[src/hdl/jsu_pkg.sv]
// jsu_pkg: shared types, constants and helper functions of the json string unescaper
// no dependencies
package jsu_pkg;

  localparam int HOLD_DEPTH = 12;
  localparam int OBUF_DEPTH = 12;

  localparam logic [7:0] CH_BSLASH = 8'h5C;
  localparam logic [7:0] CH_U      = 8'h75;

  // escape positions inside the held bytes
  localparam logic [3:0] POS_U_CHAR     = 4'd1;
  localparam logic [3:0] POS_HEX_START  = 4'd2;
  localparam logic [3:0] POS_FIRST_LAST = 4'd5;
  localparam logic [3:0] POS_SECOND_BSL = 4'd6;
  localparam logic [3:0] POS_SECOND_U   = 4'd7;
  localparam logic [3:0] POS_LAST       = 4'd11;

  localparam logic [4:0] HEX_BAD = 5'd16;

  // top six bits of 0xD800 and 0xDC00
  localparam logic [5:0] SURR_HIGH_TAG = 6'b110110;
  localparam logic [5:0] SURR_LOW_TAG  = 6'b110111;
  localparam logic [20:0] SUPP_BASE    = 21'h10000;

  localparam logic [1:0] UTF_CONT  = 2'b10;
  localparam logic [2:0] UTF_LEAD2 = 3'b110;
  localparam logic [3:0] UTF_LEAD3 = 4'b1110;
  localparam logic [4:0] UTF_LEAD4 = 5'b11110;

  typedef enum logic [1:0] {
    MODE_PLAIN,
    MODE_ESC,
    MODE_UNI,
    MODE_PASS
  } mode_e;

  typedef enum logic [2:0] {
    ST_IDLE,
    ST_FEED,
    ST_UTF,
    ST_FLUSH,
    ST_WRAP,
    ST_DRAIN
  } state_e;

  typedef enum logic [2:0] {
    ACT_NONE,
    ACT_EMIT,
    ACT_UTF,
    ACT_FAIL1,
    ACT_FAIL2
  } act_e;

  typedef struct packed {
    logic [7:0] in_byte;
    logic       in_last;
  } in_item_t;

  typedef struct packed {
    logic [7:0] out_byte;
    logic       byte_valid;
    logic       string_end;
    logic       run_end;
  } out_item_t;

  typedef struct packed {
    logic take;
    logic feed;
    logic utf_push;
    logic flush_push;
    logic finish;
    logic drain_load;
  } dp_cmd_t;

  typedef struct packed {
    act_e act;
    logic utf_done;
    logic flush_done;
    logic replay_on;
    logic last;
    logic need_flush;
    logic buf_empty;
    logic drain_done;
    logic out_free;
  } dp_stat_t;

  function automatic logic [4:0] hex_value(input logic [7:0] c);
    logic [4:0] v;
    v = HEX_BAD;
    if (c >= 8'h30 && c <= 8'h39) begin
      v = {1'b0, c[3:0]};
    end else if ((c >= 8'h41 && c <= 8'h46) || (c >= 8'h61 && c <= 8'h66)) begin
      v = {1'b0, c[3:0] + 4'd9};
    end
    return v;
  endfunction

  // {hit, mapped byte} for the single-byte escapes
  function automatic logic [8:0] simple_escape(input logic [7:0] c);
    logic [8:0] r;
    case (c)
      8'h22:   r = {1'b1, 8'h22};   // quote
      8'h5C:   r = {1'b1, 8'h5C};   // backslash
      8'h2F:   r = {1'b1, 8'h2F};   // slash
      8'h62:   r = {1'b1, 8'h08};   // b
      8'h66:   r = {1'b1, 8'h0C};   // f
      8'h6E:   r = {1'b1, 8'h0A};   // n
      8'h72:   r = {1'b1, 8'h0D};   // r
      8'h74:   r = {1'b1, 8'h09};   // t
      default: r = 9'd0;
    endcase
    return r;
  endfunction

  // index of the last utf-8 byte for a code point
  function automatic logic [1:0] utf8_last(input logic [20:0] cp);
    logic [1:0] r;
    if (cp < 21'h80) r = 2'd0;
    else if (cp < 21'h800) r = 2'd1;
    else if (cp < SUPP_BASE) r = 2'd2;
    else r = 2'd3;
    return r;
  endfunction

  function automatic logic [7:0] utf8_byte(input logic [20:0] cp, input logic [1:0] ulast,
                                           input logic [1:0] k);
    logic [7:0] r;
    case (ulast)
      2'd0: r = cp[7:0];
      2'd1: r = (k == 2'd0) ? {UTF_LEAD2, cp[10:6]} : {UTF_CONT, cp[5:0]};
      2'd2: begin
        case (k)
          2'd0:    r = {UTF_LEAD3, cp[15:12]};
          2'd1:    r = {UTF_CONT, cp[11:6]};
          default: r = {UTF_CONT, cp[5:0]};
        endcase
      end
      default: begin
        case (k)
          2'd0:    r = {UTF_LEAD4, cp[20:18]};
          2'd1:    r = {UTF_CONT, cp[17:12]};
          2'd2:    r = {UTF_CONT, cp[11:6]};
          default: r = {UTF_CONT, cp[5:0]};
        endcase
      end
    endcase
    return r;
  endfunction

endpackage

[src/hdl/jsu_in_if.sv]
// jsu_in_if: valid/ready channel carrying raw string bytes
// depends on jsu_pkg
interface jsu_in_if;
  import jsu_pkg::*;
  logic     valid;
  logic     ready;
  in_item_t payload;

  modport source(output valid, output payload, input ready);
  modport sink(input valid, input payload, output ready);
endinterface

[src/hdl/jsu_out_if.sv]
// jsu_out_if: valid/ready channel carrying decoded bytes and end markers
// depends on jsu_pkg
interface jsu_out_if;
  import jsu_pkg::*;
  logic      valid;
  logic      ready;
  out_item_t payload;

  modport source(output valid, output payload, input ready);
  modport sink(input valid, input payload, output ready);
endinterface

[src/hdl/json_string_unescape.sv]
// json_string_unescape: top level, state machine plus datapath; uses jsu_pkg and the channel ifs
// per item: taken in idle, each byte fed is decoded, then any utf-8 burst or raw flush
//   (a broken surrogate pair re-feeds up to six held bytes), a cut-off escape is flushed raw,
//   then results move to the output register, or a bare end marker if a string ends with none
// one decode unit; the buffer drains one entry per cycle while the output register is free
// reset: decoder back to plain text, codes and counts zero, held bytes undefined until written
module json_string_unescape (
  input logic       clk_i,
  input logic       rst_ni,
  jsu_in_if.sink    in_ch_i,
  jsu_out_if.source out_ch_o
);
  import jsu_pkg::*;

  // command and status between sequencer and datapath
  dp_cmd_t   cmd;
  dp_stat_t  stat;
  logic      in_ready;
  logic      out_valid;
  out_item_t out_item;

  // sequencer: takes one item in idle, walks it through decode, utf-8 output, flush and drain
  jsu_ctrl u_ctrl (
    .clk_i      (clk_i),
    .rst_ni     (rst_ni),
    .in_valid_i (in_ch_i.valid),
    .in_ready_o (in_ready),
    .stat_i     (stat),
    .cmd_o      (cmd)
  );

  // datapath: escape state, held bytes, result buffer, output register
  jsu_datapath u_dp (
    .clk_i       (clk_i),
    .rst_ni      (rst_ni),
    .cmd_i       (cmd),
    .stat_o      (stat),
    .in_item_i   (in_ch_i.payload),
    .out_ready_i (out_ch_o.ready),
    .out_valid_o (out_valid),
    .out_item_o  (out_item)
  );

  // the output register lets a new item in while the last result waits
  assign in_ch_i.ready    = in_ready;
  assign out_ch_o.valid   = out_valid;
  assign out_ch_o.payload = out_item;

endmodule

[src/hdl/jsu_ctrl.sv]
// jsu_ctrl: sequencer of the unescaper, issues datapath commands per state
// depends on jsu_pkg
module jsu_ctrl (
  input  logic              clk_i,
  input  logic              rst_ni,
  input  logic              in_valid_i,
  output logic              in_ready_o,
  input  jsu_pkg::dp_stat_t stat_i,
  output jsu_pkg::dp_cmd_t  cmd_o
);
  import jsu_pkg::*;

  state_e state_q, state_d;

  always_ff @(posedge clk_i or negedge rst_ni) begin
    if (!rst_ni) begin
      state_q <= ST_IDLE;
    end else begin
      state_q <= state_d;
    end
  end

  always_comb begin
    state_d = state_q;
    unique case (state_q)
      ST_IDLE: begin
        if (in_valid_i) state_d = ST_FEED;
      end
      ST_FEED: begin
        if (stat_i.act == ACT_UTF) begin
          state_d = ST_UTF;
        end else if (stat_i.act == ACT_FAIL1 || stat_i.act == ACT_FAIL2) begin
          state_d = ST_FLUSH;
        end else begin
          state_d = ST_WRAP;
        end
      end
      ST_UTF: begin
        if (stat_i.utf_done) state_d = ST_WRAP;
      end
      ST_FLUSH: begin
        if (stat_i.flush_done) state_d = ST_WRAP;
      end
      ST_WRAP: begin
        if (stat_i.replay_on) begin
          state_d = ST_FEED;
        end else if (stat_i.last && stat_i.need_flush) begin
          state_d = ST_FLUSH;
        end else begin
          state_d = ST_DRAIN;
        end
      end
      ST_DRAIN: begin
        if (stat_i.buf_empty && !stat_i.last) begin
          state_d = ST_IDLE;
        end else if (stat_i.out_free && stat_i.drain_done) begin
          state_d = ST_IDLE;
        end
      end
      default: state_d = ST_IDLE;
    endcase
  end

  always_comb begin
    cmd_o      = '0;
    in_ready_o = 1'b0;
    unique case (state_q)
      ST_IDLE: begin
        in_ready_o = 1'b1;
        cmd_o.take = in_valid_i;
      end
      ST_FEED:  cmd_o.feed = 1'b1;
      ST_UTF:   cmd_o.utf_push = 1'b1;
      ST_FLUSH: cmd_o.flush_push = 1'b1;
      ST_WRAP:  cmd_o.finish = !stat_i.replay_on && stat_i.last;
      ST_DRAIN: begin
        cmd_o.drain_load = stat_i.out_free && !(stat_i.buf_empty && !stat_i.last);
      end
      default: cmd_o = '0;
    endcase
  end

endmodule

[src/hdl/jsu_datapath.sv]
// jsu_datapath: decode state, held escape bytes, result buffer and output register
// depends on jsu_pkg
module jsu_datapath (
  input  logic               clk_i,
  input  logic               rst_ni,
  input  jsu_pkg::dp_cmd_t   cmd_i,
  output jsu_pkg::dp_stat_t  stat_o,
  input  jsu_pkg::in_item_t  in_item_i,
  input  logic               out_ready_i,
  output logic               out_valid_o,
  output jsu_pkg::out_item_t out_item_o
);
  import jsu_pkg::*;

  mode_e       mode_q, mode_d;
  logic [15:0] first_q, first_d;
  logic [15:0] second_q, second_d;
  logic [3:0]  hold_q, hold_d;
  logic [2:0]  pass_q, pass_d;

  logic [7:0]  raw_q  [HOLD_DEPTH];
  logic [7:0]  obuf_q [OBUF_DEPTH];

  logic [7:0]  cur_q;
  logic        last_q;
  logic        rp_on_q;
  logic [3:0]  rp_idx_q, rp_end_q;
  logic [3:0]  fl_idx_q, fl_end_q;
  logic [20:0] cp_q;
  logic [1:0]  ulast_q, uk_q;
  logic [3:0]  oc_q, dr_idx_q;
  logic        out_valid_q;
  out_item_t   out_q;

  logic [3:0]  rd_idx;
  logic [7:0]  rd_byte;
  logic [7:0]  fb;
  logic [4:0]  hv;
  logic        is_hex;
  logic [15:0] fc_new, sc_new;
  logic [8:0]  esc;
  logic [3:0]  pass_sub;
  logic [20:0] cp_pair;
  act_e        act;
  logic [7:0]  em_byte;
  logic        wr_en;
  logic [3:0]  wr_idx;
  logic [20:0] cp_new;
  logic        push;
  logic [7:0]  push_byte;
  logic [3:0]  oc_m1;
  logic        dr_last;
  logic        need_flush;
  logic [3:0]  hold_m1;
  out_item_t   load_item;

  // one read port on the held bytes: flush index or replay index
  assign rd_idx  = cmd_i.flush_push ? fl_idx_q : rp_idx_q;
  assign rd_byte = raw_q[rd_idx];
  assign fb      = rp_on_q ? rd_byte : cur_q;

  assign hv       = hex_value(fb);
  assign is_hex   = ~hv[4];
  assign fc_new   = {first_q[11:0], hv[3:0]};
  assign sc_new   = {second_q[11:0], hv[3:0]};
  assign esc      = simple_escape(fb);
  assign pass_sub = POS_FIRST_LAST - hold_q;
  assign cp_pair  = {1'b0, first_q[9:0], sc_new[9:0]} + SUPP_BASE;

  // decode of the fed byte
  always_comb begin
    act      = ACT_NONE;
    em_byte  = fb;
    mode_d   = mode_q;
    hold_d   = hold_q;
    first_d  = first_q;
    second_d = second_q;
    pass_d   = pass_q;
    wr_en    = 1'b0;
    wr_idx   = hold_q;
    cp_new   = {5'd0, fc_new};
    unique case (mode_q)
      MODE_PASS: begin
        act    = ACT_EMIT;
        pass_d = (pass_q != 3'd0) ? pass_q - 3'd1 : 3'd0;
        if (pass_d == 3'd0) mode_d = MODE_PLAIN;
      end
      MODE_ESC: begin
        mode_d   = MODE_PLAIN;
        hold_d   = 4'd0;
        first_d  = 16'd0;
        second_d = 16'd0;
        if (fb == CH_U) begin
          wr_en  = 1'b1;
          wr_idx = POS_U_CHAR;
          hold_d = POS_HEX_START;
          mode_d = MODE_UNI;
        end else if (esc[8]) begin
          act     = ACT_EMIT;
          em_byte = esc[7:0];
        end
      end
      MODE_UNI: begin
        if (hold_q < POS_HEX_START || hold_q > POS_LAST) begin
          act      = ACT_EMIT;
          mode_d   = MODE_PLAIN;
          hold_d   = 4'd0;
          first_d  = 16'd0;
          second_d = 16'd0;
        end else begin
          wr_en = 1'b1;
          if (hold_q <= POS_FIRST_LAST) begin
            if (!is_hex) begin
              // first escape broken: raw out, then pass the rest of six bytes
              act      = ACT_FAIL1;
              mode_d   = MODE_PLAIN;
              hold_d   = 4'd0;
              first_d  = 16'd0;
              second_d = 16'd0;
              if (hold_q < POS_FIRST_LAST) begin
                pass_d = pass_sub[2:0];
                mode_d = MODE_PASS;
              end
            end else begin
              first_d = fc_new;
              hold_d  = hold_q + 4'd1;
              if (hold_q == POS_FIRST_LAST && fc_new[15:10] != SURR_HIGH_TAG) begin
                act      = ACT_UTF;
                mode_d   = MODE_PLAIN;
                hold_d   = 4'd0;
                first_d  = 16'd0;
                second_d = 16'd0;
              end
            end
          end else begin
            act = ACT_FAIL2;
            if (hold_q == POS_SECOND_BSL) begin
              if (fb == CH_BSLASH) begin
                act    = ACT_NONE;
                hold_d = POS_SECOND_U;
              end
            end else if (hold_q == POS_SECOND_U) begin
              if (fb == CH_U) begin
                act    = ACT_NONE;
                hold_d = hold_q + 4'd1;
              end
            end else if (is_hex) begin
              act      = ACT_NONE;
              second_d = sc_new;
              hold_d   = hold_q + 4'd1;
              if (hold_q == POS_LAST) begin
                if (sc_new[15:10] == SURR_LOW_TAG) begin
                  act    = ACT_UTF;
                  cp_new = cp_pair;
                end else begin
                  act = ACT_FAIL2;
                end
              end
            end
            if (act == ACT_FAIL2 || act == ACT_UTF) begin
              mode_d   = MODE_PLAIN;
              hold_d   = 4'd0;
              first_d  = 16'd0;
              second_d = 16'd0;
            end
          end
        end
      end
      default: begin
        if (fb == CH_BSLASH) begin
          wr_en  = 1'b1;
          wr_idx = 4'd0;
          hold_d = 4'd1;
          mode_d = MODE_ESC;
        end else begin
          act = ACT_EMIT;
        end
      end
    endcase
  end

  assign push = (cmd_i.feed && act == ACT_EMIT) || cmd_i.utf_push || cmd_i.flush_push;
  assign push_byte = cmd_i.utf_push   ? utf8_byte(cp_q, ulast_q, uk_q) :
                     cmd_i.flush_push ? rd_byte : em_byte;

  assign need_flush = (mode_q == MODE_ESC) || (mode_q == MODE_UNI);
  assign hold_m1    = hold_q - 4'd1;
  assign oc_m1      = oc_q - 4'd1;
  assign dr_last    = (oc_q == 4'd0) || (dr_idx_q == oc_m1);

  always_comb begin
    if (oc_q == 4'd0) begin
      load_item.out_byte   = 8'd0;
      load_item.byte_valid = 1'b0;
      load_item.string_end = last_q;
      load_item.run_end    = 1'b1;
    end else begin
      load_item.out_byte   = obuf_q[dr_idx_q];
      load_item.byte_valid = 1'b1;
      load_item.string_end = dr_last & last_q;
      load_item.run_end    = dr_last;
    end
  end

  always_ff @(posedge clk_i or negedge rst_ni) begin
    if (!rst_ni) begin
      mode_q      <= MODE_PLAIN;
      first_q     <= 16'd0;
      second_q    <= 16'd0;
      hold_q      <= 4'd0;
      pass_q      <= 3'd0;
      last_q      <= 1'b0;
      rp_on_q     <= 1'b0;
      rp_idx_q    <= 4'd0;
      rp_end_q    <= 4'd0;
      fl_idx_q    <= 4'd0;
      fl_end_q    <= 4'd0;
      ulast_q     <= 2'd0;
      uk_q        <= 2'd0;
      oc_q        <= 4'd0;
      dr_idx_q    <= 4'd0;
      out_valid_q <= 1'b0;
    end else begin
      if (cmd_i.take) begin
        last_q   <= in_item_i.in_last;
        oc_q     <= 4'd0;
        dr_idx_q <= 4'd0;
        rp_on_q  <= 1'b0;
      end
      if (cmd_i.feed) begin
        mode_q   <= mode_d;
        first_q  <= first_d;
        second_q <= second_d;
        hold_q   <= hold_d;
        pass_q   <= pass_d;
        if (act == ACT_UTF) begin
          uk_q    <= 2'd0;
          ulast_q <= utf8_last(cp_new);
        end
        if (act == ACT_FAIL1) begin
          fl_idx_q <= 4'd0;
          fl_end_q <= hold_q;
        end
        if (act == ACT_FAIL2) begin
          // six raw bytes out, then the later held bytes go back in
          fl_idx_q <= 4'd0;
          fl_end_q <= POS_FIRST_LAST;
          rp_on_q  <= 1'b1;
          rp_idx_q <= POS_SECOND_BSL;
          rp_end_q <= hold_q;
        end else if (rp_on_q) begin
          if (rp_idx_q == rp_end_q) rp_on_q <= 1'b0;
          else rp_idx_q <= rp_idx_q + 4'd1;
        end
      end
      if (cmd_i.utf_push) uk_q <= uk_q + 2'd1;
      if (cmd_i.flush_push) fl_idx_q <= fl_idx_q + 4'd1;
      if (cmd_i.finish) begin
        mode_q   <= MODE_PLAIN;
        first_q  <= 16'd0;
        second_q <= 16'd0;
        hold_q   <= 4'd0;
        pass_q   <= 3'd0;
        if (need_flush) begin
          fl_idx_q <= 4'd0;
          fl_end_q <= hold_m1;
        end
      end
      if (push) oc_q <= oc_q + 4'd1;
      if (cmd_i.drain_load) dr_idx_q <= dr_idx_q + 4'd1;
      out_valid_q <= cmd_i.drain_load | (out_valid_q & ~out_ready_i);
    end
  end

  always_ff @(posedge clk_i) begin
    if (cmd_i.take) cur_q <= in_item_i.in_byte;
    if (cmd_i.feed && act == ACT_UTF) cp_q <= cp_new;
    if (cmd_i.feed && wr_en) raw_q[wr_idx] <= fb;
    if (push) obuf_q[oc_q] <= push_byte;
    if (cmd_i.drain_load) out_q <= load_item;
  end

  assign stat_o.act        = act;
  assign stat_o.utf_done   = (uk_q == ulast_q);
  assign stat_o.flush_done = (fl_idx_q == fl_end_q);
  assign stat_o.replay_on  = rp_on_q;
  assign stat_o.last       = last_q;
  assign stat_o.need_flush = need_flush;
  assign stat_o.buf_empty  = (oc_q == 4'd0);
  assign stat_o.drain_done = dr_last;
  assign stat_o.out_free   = ~out_valid_q | out_ready_i;

  assign out_valid_o = out_valid_q;
  assign out_item_o  = out_q;

endmodule

[src/flat_wrapper.sv]
// flat-port wrapper written by rule: the top's interface ports become plain ports
module json_string_unescape_flat import jsu_pkg::*;
  (clk_i, rst_ni, in_ch_i_valid, in_ch_i_payload, in_ch_i_ready, out_ch_o_valid, out_ch_o_payload, out_ch_o_ready);
  jsu_in_if in_ch_i_i ();
  jsu_out_if out_ch_o_i ();
  input logic clk_i;
  input logic rst_ni;
  input wire logic [$bits(in_ch_i_i.valid)-1:0] in_ch_i_valid;
  input wire logic [$bits(in_ch_i_i.payload)-1:0] in_ch_i_payload;
  output wire logic [$bits(in_ch_i_i.ready)-1:0] in_ch_i_ready;
  output wire logic [$bits(out_ch_o_i.valid)-1:0] out_ch_o_valid;
  output wire logic [$bits(out_ch_o_i.payload)-1:0] out_ch_o_payload;
  input wire logic [$bits(out_ch_o_i.ready)-1:0] out_ch_o_ready;
  assign in_ch_i_i.valid = in_ch_i_valid;
  assign in_ch_i_i.payload = in_ch_i_payload;
  assign in_ch_i_ready = in_ch_i_i.ready;
  assign out_ch_o_valid = out_ch_o_i.valid;
  assign out_ch_o_payload = out_ch_o_i.payload;
  assign out_ch_o_i.ready = out_ch_o_ready;
  json_string_unescape u_core (.clk_i(clk_i), .rst_ni(rst_ni), .in_ch_i(in_ch_i_i), .out_ch_o(out_ch_o_i));
endmodule
[config.mk]
export PLATFORM = sky130hd
export DESIGN_NAME = json_string_unescape_flat
export DESIGN_NICKNAME = d
export VERILOG_FILES = /design/src/hdl/jsu_pkg.sv /design/src/hdl/jsu_in_if.sv /design/src/hdl/jsu_out_if.sv /design/src/hdl/json_string_unescape.sv /design/src/hdl/jsu_ctrl.sv /design/src/hdl/jsu_datapath.sv /design/src/flat_wrapper.sv
export SDC_FILE = /design/constraint.sdc
export NUM_CORES = 1
export LEC_CHECK = 0
export ABC_AREA = 1
export BUFFER_PORTS_ARGS = -buffer_cell sky130_fd_sc_hd__buf_2
export CELL_PAD_IN_SITES_DETAIL_PLACEMENT = 1
export CELL_PAD_IN_SITES_GLOBAL_PLACEMENT = 2
export CORE_UTILIZATION = 44
export DETAILED_ROUTE_END_ITERATION = 7
export GPL_ROUTABILITY_DRIVEN = 0
export PLACE_DENSITY_LB_ADDON = 0.1
export SKIP_LAST_GASP = 1
export SLEW_MARGIN = 10
export SYNTH_ARGS = -nofsm -noshare
export SYNTH_HDL_FRONTEND = slang
export SYNTH_HIERARCHICAL = 1
export SYNTH_SLANG_ARGS = --single-unit
export TNS_END_PERCENT = 1
[constraint.sdc]
create_clock -name clk_i -period 7.4 [get_ports clk_i]
set_input_delay 1.48 -clock clk_i [delete_from_list [all_inputs] [get_ports clk_i]]
set_output_delay 1.48 -clock clk_i [all_outputs]
set_load 0.03 [all_outputs]
; Word level (Yosys, flattened, before mapping)
; Memory sizes are Yosys's and may differ from the RTL's. A register that Yosys moved wholly into a read port is not among the register bits.
; Index checks and enable logic that the tools add are counted.
[word_totals]
regBits = 99
latch_bits = 0
mem_bits_rw = 192
rom_bits = 0
inputBits = 13
output_inout_bits = 13
word_cells = 312
memories = 2
[mem_list]
columns = name, words, width, read_ports, rd_ports_with_merged_regs, wr, line_no
row1 = u_core.u_dp.obuf_q, 12, 8, 1, 1, 1, jsu_datapath.sv:22  ; logic [7:0] obuf_q [OBUF_DEPTH];
row2 = u_core.u_dp.raw_q, 12, 8, 1, 0, 1, jsu_datapath.sv:21  ; logic [7:0] raw_q [HOLD_DEPTH];
[op_classes]
n_addsub = 12
n_mul = 0
div_mod_pow = 0
order_cmp = 13
eq_ne = 56
shifts = 0
n_mux = 151
bitwise = 6
reduce_logical = 50
[ops]
columns = cell, count
row1 = $mux W12, 17
row2 = $mux W21, 8
row3 = $mux W4, 33
row4 = $mux W3, 29
row5 = $pmux W9 S8, 1
row6 = $eq A8 B7 Y1 const B, 7
row7 = $mux W8, 6
row8 = $pmux W12 S2, 2
row9 = $mux W2, 19
row10 = $ne A6 B5 Y1 const B, 4
row11 = $pmux W8 S3, 1
row12 = $mux W1, 23
row13 = $add A20 B17 Y21 const B, 1
row14 = $lt A21 B12 Y1 const B, 1
row15 = $lt A21 B17 Y1 const B, 1
row16 = $lt A21 B8 Y1 const B, 1
row17 = $pmux W7 S3, 1
row18 = $add A4 B1 Y4 const B, 5
row19 = $pmux W3 S6, 1
row20 = $reduce_and A6 Y1, 3
row21 = $eq A8 B6 Y1 const B, 2
row22 = $ge A8 B7 Y1 const B, 2
row23 = $le A8 B7 Y1 const B, 2
row24 = $ne A8 B7 Y1 const B, 2
row25 = 55 further kinds, 116

; Logic depth before layout (Yosys ltp)
; Gate-level depths: netlist of the first run.
; An unclocked memory read counts as a cell.
[logic_depth]
word_depth = 26
mapped_depth = 33
mapped_depth_nobuf = 30

; By module
; The synthesis of the first run kept the hierarchy.
[modules_own_cells]
columns = mod, n_inst, cells_per_inst, area_each_um2, seq_area_each_um2
row1 = jsu_datapath, 1, 1573, 15014.4, 8568.2
row2 = jsu_ctrl, 1, 64, 349.1, 75.1

; Worst setup path before layout of the first run
; Ideal clock, no wire load.
[synth_path]
path_kind = register -> register
start = register u_core.u_ctrl.state_q[2]
end = memory u_core.u_dp.obuf_q[0][0], enable pin
setup_ns = 0.370
arrival_time_ns = 4.077
required_time_ns = 7.030
setup_slack_ns = 2.952
stages_incl_launch_ff = 32
n_path_buf = 4
period_less_slack_ns = 4.448
path_cell_list = dfrtp_1 -> buf_4 -> nor3_1 -> buf_6 -> inv_4 -> nand2_4 -> nand2_2 -> buf_6 -> buf_6 -> nand2_1 -> nand3_1 -> nand3_1 -> nand3_1 -> nand2_1 -> nand2_1 -> nand2_1 -> inv_1 -> ha_1 -> or2_2 -> nor2_1 -> nor2_2 -> nand2_2 -> nand3_1 -> nand2_1 -> nand2_1 -> nand2_1 -> nand2_2 -> nand2_4 -> nand2_1 -> nand2_2 -> nand2_1 -> nor2_1
[synth_lines]
columns = element, line_no
row1 = from (decl), jsu_ctrl.sv:13  ; state_e state_q, state_d;
row2 = from (signal assigned), jsu_ctrl.sv:19  ; state_q <= state_d;
row3 = to (decl), jsu_datapath.sv:22

==> results of run 1 <==
==> state kept, by name, indices dropped and copies added, names as in the netlist, 2 cells and up <==
name	count
u_core/u_dp/obuf_q	96
u_core/u_dp/raw_q	96
u_core/u_dp/cp_q	21
u_core/u_dp/first_q	12
u_core/u_dp/second_q	12
u_core/u_dp/out_item_o	11
u_core/u_dp/cur_q	8
u_core/u_dp/dr_idx_q	4
u_core/u_dp/fl_end_q	4
u_core/u_dp/fl_idx_q	4
u_core/u_dp/hold_q	4
u_core/u_dp/oc_q	4
u_core/u_dp/rp_end_q	4
u_core/u_dp/rp_idx_q	4
u_core/u_ctrl/state_q	3
u_core/u_dp/pass_q	3
u_core/u_dp/mode_q	2
u_core/u_dp/uk_q	2
u_core/u_dp/ulast_q	2
==> metal layers <==
metal  up-vias  part of all wire  GRT usage
met5         -                 0          0
met4         0             0.023    0.07909
met3        62             0.043    0.03133
met2       261              0.47     0.4229
met1      5825              0.46     0.3605
li1       5571                 -          -
==> synth_stat cells (all sizes together) <==
library cell and count:
xor2 10, clkbuf 28, o31ai 9, edfxtp 232, dfrtp 67, a22oi 3
a22o 1, o22ai 6, nor2 166, inv 203, or2 12, o221ai 8
and3 1, nor3b 1, a21oi 58, o21a 4, o211ai 12, a221oi 2
nand3b 8, nand4 12, buf 34, a32oi 2, a31oi 5, nor3 18
o311ai 2, clkinv 2, nor4 2, o21ai 121, nand2 366, mux2i 2
a21boi 1, o32ai 14, a211oi 1, nand3 179, xnor2 7, ha 36
a21o 1, a2111oi 1
==> cells by family (layout without fill, tap and decap cells) <==
| family | Yosys count | in the layout | synth area share |
|---|---|---|---|
| compound gates | 251 | 251 | 0.1013 |
| xor+xnor | 17 | 17 | 0.009691 |
| fa+ha+maj | 36 | 36 | 0.02932 |
| buf+inv | 267 | 309 | 0.07281 |
| flops | 299 | 299 | 0.5626 |
| mux | 2 | 2 | 0.001303 |
| simple gates | 765 | 765 | 0.2230 |
==> where the power goes <==
part           total, mW  internal, mW  leakage (nW)  switching (mW)
clock               1.76          1.05         0.575           0.714
combinational       1.41         0.384          3.38            1.03
sequential          2.15          2.04          2.99           0.114
total               5.33          3.47          6.94            1.86
==> through the flow <==
| stage | worst slack [ps] | hold WS, ps | instance area (µm²) |
|---|---|---|---|
| after floorplan | 2952 | 451.7 | 15360 |
| after global placement | 1393 | 464.1 | 15850 |
| after detailed placement | 1130 | 469.6 | 15850 |
| after CTS | 1147 | 483.6 | 17020 |
| after global routing | 541.3 | 491.3 | 17020 |
| final | 1166 | 479.2 | 17020 |
==> worst max-delay path, stage by stage, from the launching register on <==
cell and delay, ps:
dfrtp_1 470, inv_2 100, nor3_2 160, buf_4 290, inv_4 140, nand2_4 230
nand2_2 600, nand2_1 210, nand3_1 90, nand3_1 150, nand3_1 90, nand2_1 110
nand2_1 60, nand2_1 380, inv_1 190, ha_1 270, or2_2 280, nor2_1 130
nor2_2 70, nand2_2 140, nand2_4 150, nand2_1 140, a31oi_4 150, nor3_1 160
nand2_1 120, nand2_2 200, nand2_1 190, nor2_1 580
==> worst paths after layout <==
check	to	cells after the start	slack, ps
setup / recovery	u_core/u_dp/obuf_q[0][3]	27	1170
hold / removal	u_core/u_dp/first_q[4]	2	480
setup reg to reg	u_core/u_dp/obuf_q[0][3]	27	1170
hold reg to reg	u_core/u_dp/first_q[4]	2	480
max in group asynchronous	u_core/u_dp/rp_idx_q[0]	1	5670
min in group asynchronous	u_core/u_dp/uk_q[1]	1	1070
==> layout make-up <==
| type | count | area, µm² | share of cell area |
|---|---|---|---|
| Clock inverter | 21 | 231.5 | 0.01360 |
| Sequential cell | 299 | 8643 | 0.5080 |
| Clock buffer | 41 | 929.6 | 0.05464 |
| Timing Repair Buffer | 42 | 255.2 | 0.01500 |
| Inverter | 205 | 772.0 | 0.04537 |
| Multi-Input combinational cell | 1071 | 5614 | 0.3299 |
| Tap cell | 455 | 569.3 | 0.03346 |
==> results.py, run 1 <==
metrics = {
    "die": {
        "rows": 68,
        "die_h_um": 188.9,
        "die_area_um2": 35670,
        "pin_count": 26,
        "core_area_um2": 34460,
        "fp.dieW_um": 188.9,
        "start_util": 0.4459,
    },
    "global_routing": {
        "antenna_found_initial": 0,
        "grt_pass1_vias": 11990,
        "grt_max_degree": 68,
        "grt_pass1_wl_um": 70170,
        "grt_overflow": 0,
        "grt_usage": 0.2586,
    },
    "logic_synthesis": {
        "syn-num-nets": 1686,
        "yosysUniqueCellTypes": 59,
        "ys_seq_area_frac": 0.5626,
        "synth_top_area_frac": 0.4535,
        "synth_seq_cells": 299,
        "synth_top_area_cell": "edfxtp_1",
        "syn_area_per_cell_um2": 9.385,
        "synth_cells": 1637,
        "synth_area_um2": 15360,
        "yosysWarnings": 6,
        "netlist_top_cells_area": "edfxtp_1 45%, dfrtp_1 11%, nand2_1 8.6%",
    },
    "cells_and_area": {
        "final_common_cell": "nand2_1",
        "fin_util": 0.4938,
        "layoutNonFillerInstCount": 2134,
        "layout_common_cells": "350 x nand2_1, 232 x edfxtp_1, 194 x inv_1, 168 x nand3_1, 161 x nor2_1",
        "fillers": 3943,
        "drive_gt1_frac": 0.1060,
        "areaGrowthSynthToFinish_pct": 10.75,
        "nets": 1704,
        "antennaDiodeCount": 0,
    },
    "route": {
        "vias": 11720,
        "ant_nets": 0,
        "wl_per_cell_um": 21.18,
        "drt-initial-drc-count": 648,
        "remaining_drc_errors": 0,
        "wirelength_um": 45210,
        "dr.pass1.iters": 5,
        "drt-vias-per-instance": 5.492,
    },
    "worst_setup_path": {
        "r2r_start": "u_core/u_ctrl/state_q[1]",
        "crit_type": "flop to flop",
        "startpoint": "u_core/u_ctrl/state_q[1]",
        "cp.required_ps": 7590,
        "path_max_fanout": 47,
        "start_kind": "flop",
        "worstPathArrival_ps": 6420,
        "cp-end-kind": "flop",
    },
    "cts": {
        "ctsRootBufferMaster": "clkbuf_16",
        "holdBufCountCts": 0,
        "cts_sinks": 299,
        "path_clk_slew_ps": 60,
        "cts_resized": 0,
        "cts_max_level": 2,
        "post_cts_buffers": 0,
        "cts_buffers": 36,
        "cts_tree": "yes",
        "clock_latency_ps": 560,
        "clk_path_buf_depth": 3,
    },
    "power": {
        "p_leak_nw": 6.945,
        "power.density_nw_per_um2": 313.3,
        "finalPower_mw": 5.330,
        "ir_worst_vdd_mv": 0.2325,
    },
    "sta": {
        "finalMaxSlewViolations": 0,
        "finalHoldViolations": 0,
        "tightest_slew_ps": 1223,
        "finClkSkew_ps": 22.83,
        "rsz0062_at_grt": "false",
        "period_needed_ps": 6234,
        "timing.final.crit_share": 0.8424,
        "setup_viol": 0,
        "slew_headroom": 0.1843,
        "setup_tns_ps": 0,
        "max_freq_ghz": 0.1604,
    },
    "hold_path": {
        "hold_path.startpoint": "u_core/u_dp/first_q[4]",
        "worstHoldPathType": "flop to flop",
    },
    "placed_design": {
        "place.port_buffers": 25,
        "dp_hpwl_um": 31960,
        "dp.cells": 2072,
    },
    "run_status": {
        "status": "finished, final reports clean",
    },
    "run": {
        "cap_violations": 0,
    },
}
(Power assumes the default switching activity.)
==> run 2: changes to the inputs <==
- CORE_UTILIZATION: 44 -> 41
- clock period: 7.4 -> 6.4 ns (I/O delays scaled with it)
==> run 2 against run 1 <==
  * Clock skew is 4.9 ps higher
  * Core utilization fell by 2.0 points
  * Worst setup slack lost 42 ps
  * Cell count rose by 2.7%
  * Sequential cell count is the same
  * Critical path depth is the same
  * Highest routed layer unchanged
==> results.py, run 2 (same netlist as run 1, synthesis figures left out) <==
metrics = {
    "run_status": {
        "status": "finished, final reports clean",
    },
    "route": {
        "remaining_drc_errors": 0,
        "drt-initial-drc-count": 631,
        "dr.pass1.iters": 5,
        "drt-vias-per-instance": 5.327,
        "ant_nets": 0,
        "vias": 11670,
        "wirelength_um": 45760,
        "wl_per_cell_um": 20.88,
    },
    "cts": {
        "clk_path_buf_depth": 3,
        "holdBufCountCts": 0,
        "cts_tree": "yes",
        "cts_sinks": 299,
        "cts_buffers": 37,
        "cts_resized": 0,
        "clock_latency_ps": 560,
        "path_clk_slew_ps": 60,
        "cts_max_level": 2,
        "ctsRootBufferMaster": "clkbuf_16",
        "post_cts_buffers": 0,
    },
    "worst_setup_path": {
        "cp-end-kind": "flop",
        "crit_type": "flop to flop",
        "start_kind": "flop",
        "cp.required_ps": 6670,
        "worstPathArrival_ps": 5540,
        "path_max_fanout": 22,
        "rr_worst_depth": 27,
    },
    "die": {
        "rows": 70,
        "die_h_um": 195.6,
        "pin_count": 26,
        "die_area_um2": 38250,
        "fp.dieW_um": 195.6,
        "start_util": 0.4186,
        "core_area_um2": 36700,
    },
    "global_routing": {
        "antenna_found_initial": 0,
        "grt_overflow": 0,
        "grt_max_degree": 59,
        "grt_pass1_wl_um": 72590,
        "grt_pass1_vias": 12330,
        "grt_usage": 0.2496,
    },
    "sta": {
        "tightest_slew_ps": 906.4,
        "rsz0062_at_grt": "false",
        "finalMaxSlewViolations": 0,
        "whs_ps": 488.3,
        "setup_viol": 0,
        "setup_tns_ps": 0,
        "slew_headroom": 0.3801,
        "period_needed_ps": 5276,
        "finalHoldViolations": 0,
        "timing.final.crit_share": 0.8243,
        "max_freq_ghz": 0.1895,
        "finClkSkew_ps": 27.70,
    },
    "power": {
        "ir_worst_vdd_mv": 0.2443,
        "power.density_nw_per_um2": 359.8,
        "p_leak_nw": 7.172,
        "finalPower_mw": 6.256,
    },
    "placed_design": {
        "place.port_buffers": 25,
        "dp_hpwl_um": 32950,
    },
    "cells_and_area": {
        "fillers": 4153,
        "areaGrowthSynthToFinish_pct": 13.18,
        "top_regs": "u_core/u_dp/obuf_q x96, u_core/u_dp/raw_q x96, u_core/u_dp/cp_q x21",
        "final_common_cell": "nand2_1",
        "antennaDiodeCount": 0,
        "layout_common_cells": "350 x nand2_1, 232 x edfxtp_1, 194 x inv_1, 168 x nand3_1, 161 x nor2_1",
        "fin_util": 0.4738,
        "drive_gt1_frac": 0.1288,
        "nets": 1744,
    },
    "run": {
        "cap_violations": 0,
    },
    "hold_path": {
        "hold_depth": 2,
        "worstHoldPathType": "flop to flop",
    },
}
-- run 2: changes by cell type in the layout (fill, tap and decap cells not counted) --
cell / before / now
a21oi_1: 56 / 55
a21oi_2: 2 / 3
buf_4: 18 / 57
bufinv_16: 4 / 3
clkbuf_1: 4 / 8
clkbuf_16: 36 / 39
clkinv_1: 8 / 5
clkinv_2: 7 / 8
clkinvlp_4: 0 / 2
inv_6: 2 / 1
-- run 2: cell type report --
type,instances,area [µm²],area share
flip-flops and latches,299,8643,0.4971
multi-input cells,1071,5618,0.3231
clock buffers,48,1020,0.05865
inverters,205,772.0,0.04440
well taps,468,585.6,0.03368
repair buffers,81,548.0,0.03152
clock inverters,19,201.4,0.01159
-- run 2: worst max-delay path, stage by stage, from the launching register on --
cell     delay, ps
dfrtp_1        510
nor3_2         220
buf_4          280
inv_4          140
nand2_1        180
nand2_2        320
nand2_1        190
nand3_1        120
nand3_1        150
nand3_1        110
nand2_1        160
nand2_1         70
nand2_1         90
inv_1           90
ha_1           250
or2_2          290
nor2_1         130
nor2_2          70
nand2_2        130
nand2_4        160
nand2_1        140
a31oi_4        150
nor3_1         160
nand2_1        120
nand2_2        210
nand2_1        200
nor2_1         150
buf_4          190
-- run 2: where the power goes --
group,switching (mW),internal (mW),leakage (nW)
Sequential,0.114,2.36,2.99
Combinational,1.22,0.469,3.58
Clock,0.843,1.26,0.597
Total,2.17,4.08,7.17
-- run 2: through the flow --
stage / setup slack (ps) / instance area (µm²) / instances
final: 1124 / 17390 / 2191
after global routing: 600.5 / 17390 / 2191
after CTS: 1080 / 17390 / 2191
after detailed placement: 1185 / 16170 / 2124
after global placement: 1424 / 16170 / 2124
after floorplan: 1952 / 15360 / 1637
-- run 2: worst paths after layout --
kind	slack, ps	startpoint	endpoint
worst max register to register	1120	u_core/u_ctrl/state_q[2]	u_core/u_dp/obuf_q[4][1]
worst min-delay path	490	u_core/u_dp/first_q[1]	u_core/u_dp/first_q[1]
max in group asynchronous	4790	rst_ni	u_core/u_dp/mode_q[0]
worst max-delay path	1120	u_core/u_ctrl/state_q[2]	u_core/u_dp/obuf_q[4][1]
worst min register to register	490	u_core/u_dp/first_q[1]	u_core/u_dp/first_q[1]
min in group asynchronous	550	rst_ni	u_core/u_dp/oc_q[1]
-- run 2: per-layer routing --
layer	wire (µm)	vias to the layer above	GRT usage
li1	-	5652	-
met1	21410	5768	0.3418
met2	21620	192	0.4086
met3	1609	60	0.03195
met4	1124	0	0.08545
met5	0	-	0
==> run 3: changes to the inputs <==
- ABC_AREA: 1 -> 0
- CORE_UTILIZATION: 41 -> 45
- clock period: 6.4 -> 5.4 ns (I/O delays scaled with it)
==> run 3 against run 2 <==
  * Non-clock buffer count is 10 higher
  * Global-route usage is 0.54 points higher
  * Core utilization is 4.8 points higher
  * Maximum frequency rose by 1.2%
  * Worst setup slack got worse by 940 ps
  * Die area fell by 11%
  * Clock power up 11%
  * Highest routed layer unchanged
==> results.py, run 3 <==
metrics = {
    "run_status": {
        "status": "finished, final reports clean",
    },
    "global_routing": {
        "grt_max_degree": 68,
        "grt_pass1_vias": 10480,
        "antenna_found_initial": 0,
        "grt_pass1_wl_um": 64550,
        "grt_overflow": 0,
        "grt_usage": 0.2551,
    },
    "cells_and_area": {
        "drive_gt1_frac": 0.1949,
        "areaGrowthSynthToFinish_pct": 13.96,
        "top_regs": "u_core/u_dp/obuf_q x96, u_core/u_dp/raw_q x96, u_core/u_dp/cp_q x21",
        "fillers": 3332,
        "final_common_cell": "edfxtp_1",
        "nets": 1311,
        "layout_common_cells": "232 x edfxtp_1, 157 x nand2_1, 66 x buf_4, 66 x dfrtp_1, 64 x nor2_1",
        "antennaDiodeCount": 0,
    },
    "worst_setup_path": {
        "rr_worst_depth": 17,
        "rrSetupSlack_ps": 190,
        "cp_top_family": "simple AND/OR/NAND/NOR gates",
        "start_kind": "flop",
        "cp.required_ps": 5610,
        "crit_type": "flop to flop",
        "crit_slowest_cell": "o41ai_1",
        "path_buf_inv": 2,
        "cp-end-kind": "flop",
        "crit_chain": "and2b_1 > and2_2 > mux2i_2 > buf_4 > mux4_2 > nand2_1 > a31o_2 > clkinv_2 > ha_1 > nand4b_1 > o211ai_1 > nor4_4 > and3_1 > o41ai_1 > o2111ai_2 > nand2_2 > and3_2",
        "path_max_fanout": 14,
        "timing.rr.end": "u_core/u_dp/obuf_q[3][7]",
        "r2r_start": "u_core/u_ctrl/state_q[2]",
        "worstPathArrival_ps": 5430,
        "critPathMaxStageDelay_ps": 610,
    },
    "logic_synthesis": {
        "yosysMostFrequentCell": "edfxtp_1",
        "synth_common_cells": "232 x edfxtp_1, 157 x nand2_1, 67 x dfrtp_1",
        "syn_area_per_cell_um2": 12.53,
        "synth_area_um2": 14920,
        "netlist_top_cells_area": "edfxtp_1 47%, dfrtp_1 11%, mux4_2 4.2%",
        "yosysWarnings": 6,
        "syn-num-nets": 1240,
        "synth_top_area_cell": "edfxtp_1",
        "synth_cells": 1191,
        "synth_seq_cells": 299,
        "synthArstFlopShare": 0.2241,
        "synth_top_area_frac": 0.4668,
        "yosysUniqueCellTypes": 98,
        "synth_flop_cell": "edfxtp_1",
        "ys_seq_area_frac": 0.5791,
        "synth_edf_count": 232,
    },
    "power": {
        "power_switching_mw": 2.484,
        "ir_worst_vdd_mv": 0.2214,
        "finalPower_mw": 7.421,
        "power.density_nw_per_um2": 436.3,
        "comb_power_share": 0.278,
        "p_seq_frac": 0.408,
        "p_leak_nw": 6.232,
        "clockPowerShare": 0.314,
        "swShare": 0.3348,
        "power.internal_mw": 4.937,
    },
    "die": {
        "pin_count": 26,
        "die_area_um2": 33900,
        "core_area_um2": 32620,
        "start_util": 0.4575,
        "fp.dieW_um": 184.1,
        "rows": 66,
        "die_h_um": 184.1,
    },
    "cts": {
        "cts_tree": "yes",
        "cts_buffers": 36,
        "cts_max_level": 2,
        "cts_sinks": 299,
        "path_clk_slew_ps": 60,
        "post_cts_buffers": 0,
        "ctsRootBufferMaster": "clkbuf_16",
        "clock_latency_ps": 530,
        "clk_path_buf_depth": 3,
        "holdBufCountCts": 0,
    },
    "hold_path": {
        "worstHoldEndpoint": "u_core/u_dp/second_q[11]",
        "worstHoldPathType": "flop to flop",
        "hold_depth": 2,
        "hold_path.startpoint": "u_core/u_dp/second_q[11]",
    },
    "sta": {
        "rsz0062_at_grt": "true",
        "finalMaxSlewViolations": 0,
        "period_needed_ps": 5215,
        "tightest_slew_ps": 927.3,
        "setup_tns_ps": 0,
        "finalHoldViolations": 0,
        "timing.final.crit_share": 0.9657,
        "slew_headroom": 0.3818,
        "finClkSkew_ps": 21.31,
        "setup_viol": 0,
        "max_freq_ghz": 0.1918,
    },
    "route": {
        "drt-vias-per-instance": 5.849,
        "wl_per_cell_um": 24.19,
        "remaining_drc_errors": 0,
        "wirelength_um": 41850,
        "vias": 10120,
        "dr.pass1.iters": 7,
        "drt-initial-drc-count": 794,
        "ant_nets": 0,
    },
    "placed_design": {
        "dp_hpwl_um": 30100,
        "place.port_buffers": 25,
    },
    "run": {
        "cap_violations": 0,
    },
}
==> run 3: how the worst max path moves through the flow <==
stage                     cells past startpoint                      from                       end
final                                        17  u_core/u_ctrl/state_q[2]  u_core/u_dp/obuf_q[3][7]
after global routing                         18  u_core/u_ctrl/state_q[2]  u_core/u_ctrl/state_q[2]
after CTS                                    15  u_core/u_ctrl/state_q[2]  u_core/u_dp/obuf_q[3][7]
after detailed placement                     19  u_core/u_ctrl/state_q[2]  u_core/u_dp/obuf_q[3][4]
after global placement                       18  u_core/u_ctrl/state_q[2]  u_core/u_dp/obuf_q[3][4]
after floorplan                              19  u_core/u_ctrl/state_q[2]    u_core/u_dp/ulast_q[1]
==> run 3: final cells by class <==
class                      instances  area (µm²)  area share
clock inverter                    20       178.9     0.01052
clock buffer                      44       960.9     0.05650
sequential                       299        8645      0.5083
timing repair buffer              91       635.6     0.03737
inverter                          43       162.7    0.009564
tap                              442       553.0     0.03252
multi-input combinational        791        5872      0.3453
==> run 3: kinds of logic after synthesis <==
logic type / share of synthesized area
and+or+nand+nor: 0.1242
DFF: 0.5791
AOI/OAI and AO/OA: 0.1255
muxes: 0.09465
buffers and inverters: 0.03169
adders and majority gates: 0.03018
xor gates and xnor gates: 0.01467
==> run 3: repair_timing <==
item                                    CTS  global route
cloned                                    0             0
endpoints found under the setup margin    8            91
resized for setup                         1            14
==> run 3: worst register-to-register path: cells and delay by family (launching register included) <==
| kind | cells | cell delay, ps |
|---|---|---|
| AND/OR/NAND/NOR | 8 | 1730 |
| AO/OA/AOI/OAI | 4 | 1320 |
| multiplexers | 2 | 890 |
| flip-flops | 1 | 370 |
| buffers and inverters | 2 | 350 |
| adder cells (fa/ha/maj) | 1 | 250 |
==> run 3: power groups by stage <==
stage	Sequential, mW	Combinational (mW)	Clock (mW)
after floorplan	3.00	1.44	0
after global placement	3.07	2.03	0
after detailed placement	3.07	2.07	0
after CTS	3.03	2.08	2.39
after global routing	3.05	2.24	2.46
final	3.02	2.07	2.33
==> run 3: per-stage QoR <==
step,instance area (µm²),instances,util,hold WS (ps),worst slack (ps)
finish,17010,1730,0.5214,482.1,185.2
global route,17010,1730,0.5214,510.5,-63.46
CTS,16980,1730,0.5205,489.1,67.21
detailed placement,15830,1666,0.4853,476.4,-24.45
global placement,15830,1666,0.4853,471.1,241.4
floorplan,14950,1191,-,446.3,8.105
==> run 3: per-layer routing <==
| layer | global-route usage | vias to the layer above | part of all wire |
|---|---|---|---|
| met2 | 0.4205 | 174 | 0.48 |
| li1 | - | 4649 | - |
| met4 | 0.06300 | 0 | 0.019 |
| met1 | 0.3557 | 5235 | 0.46 |
| met5 | 0 | - | 0 |
| met3 | 0.03557 | 61 | 0.035 |
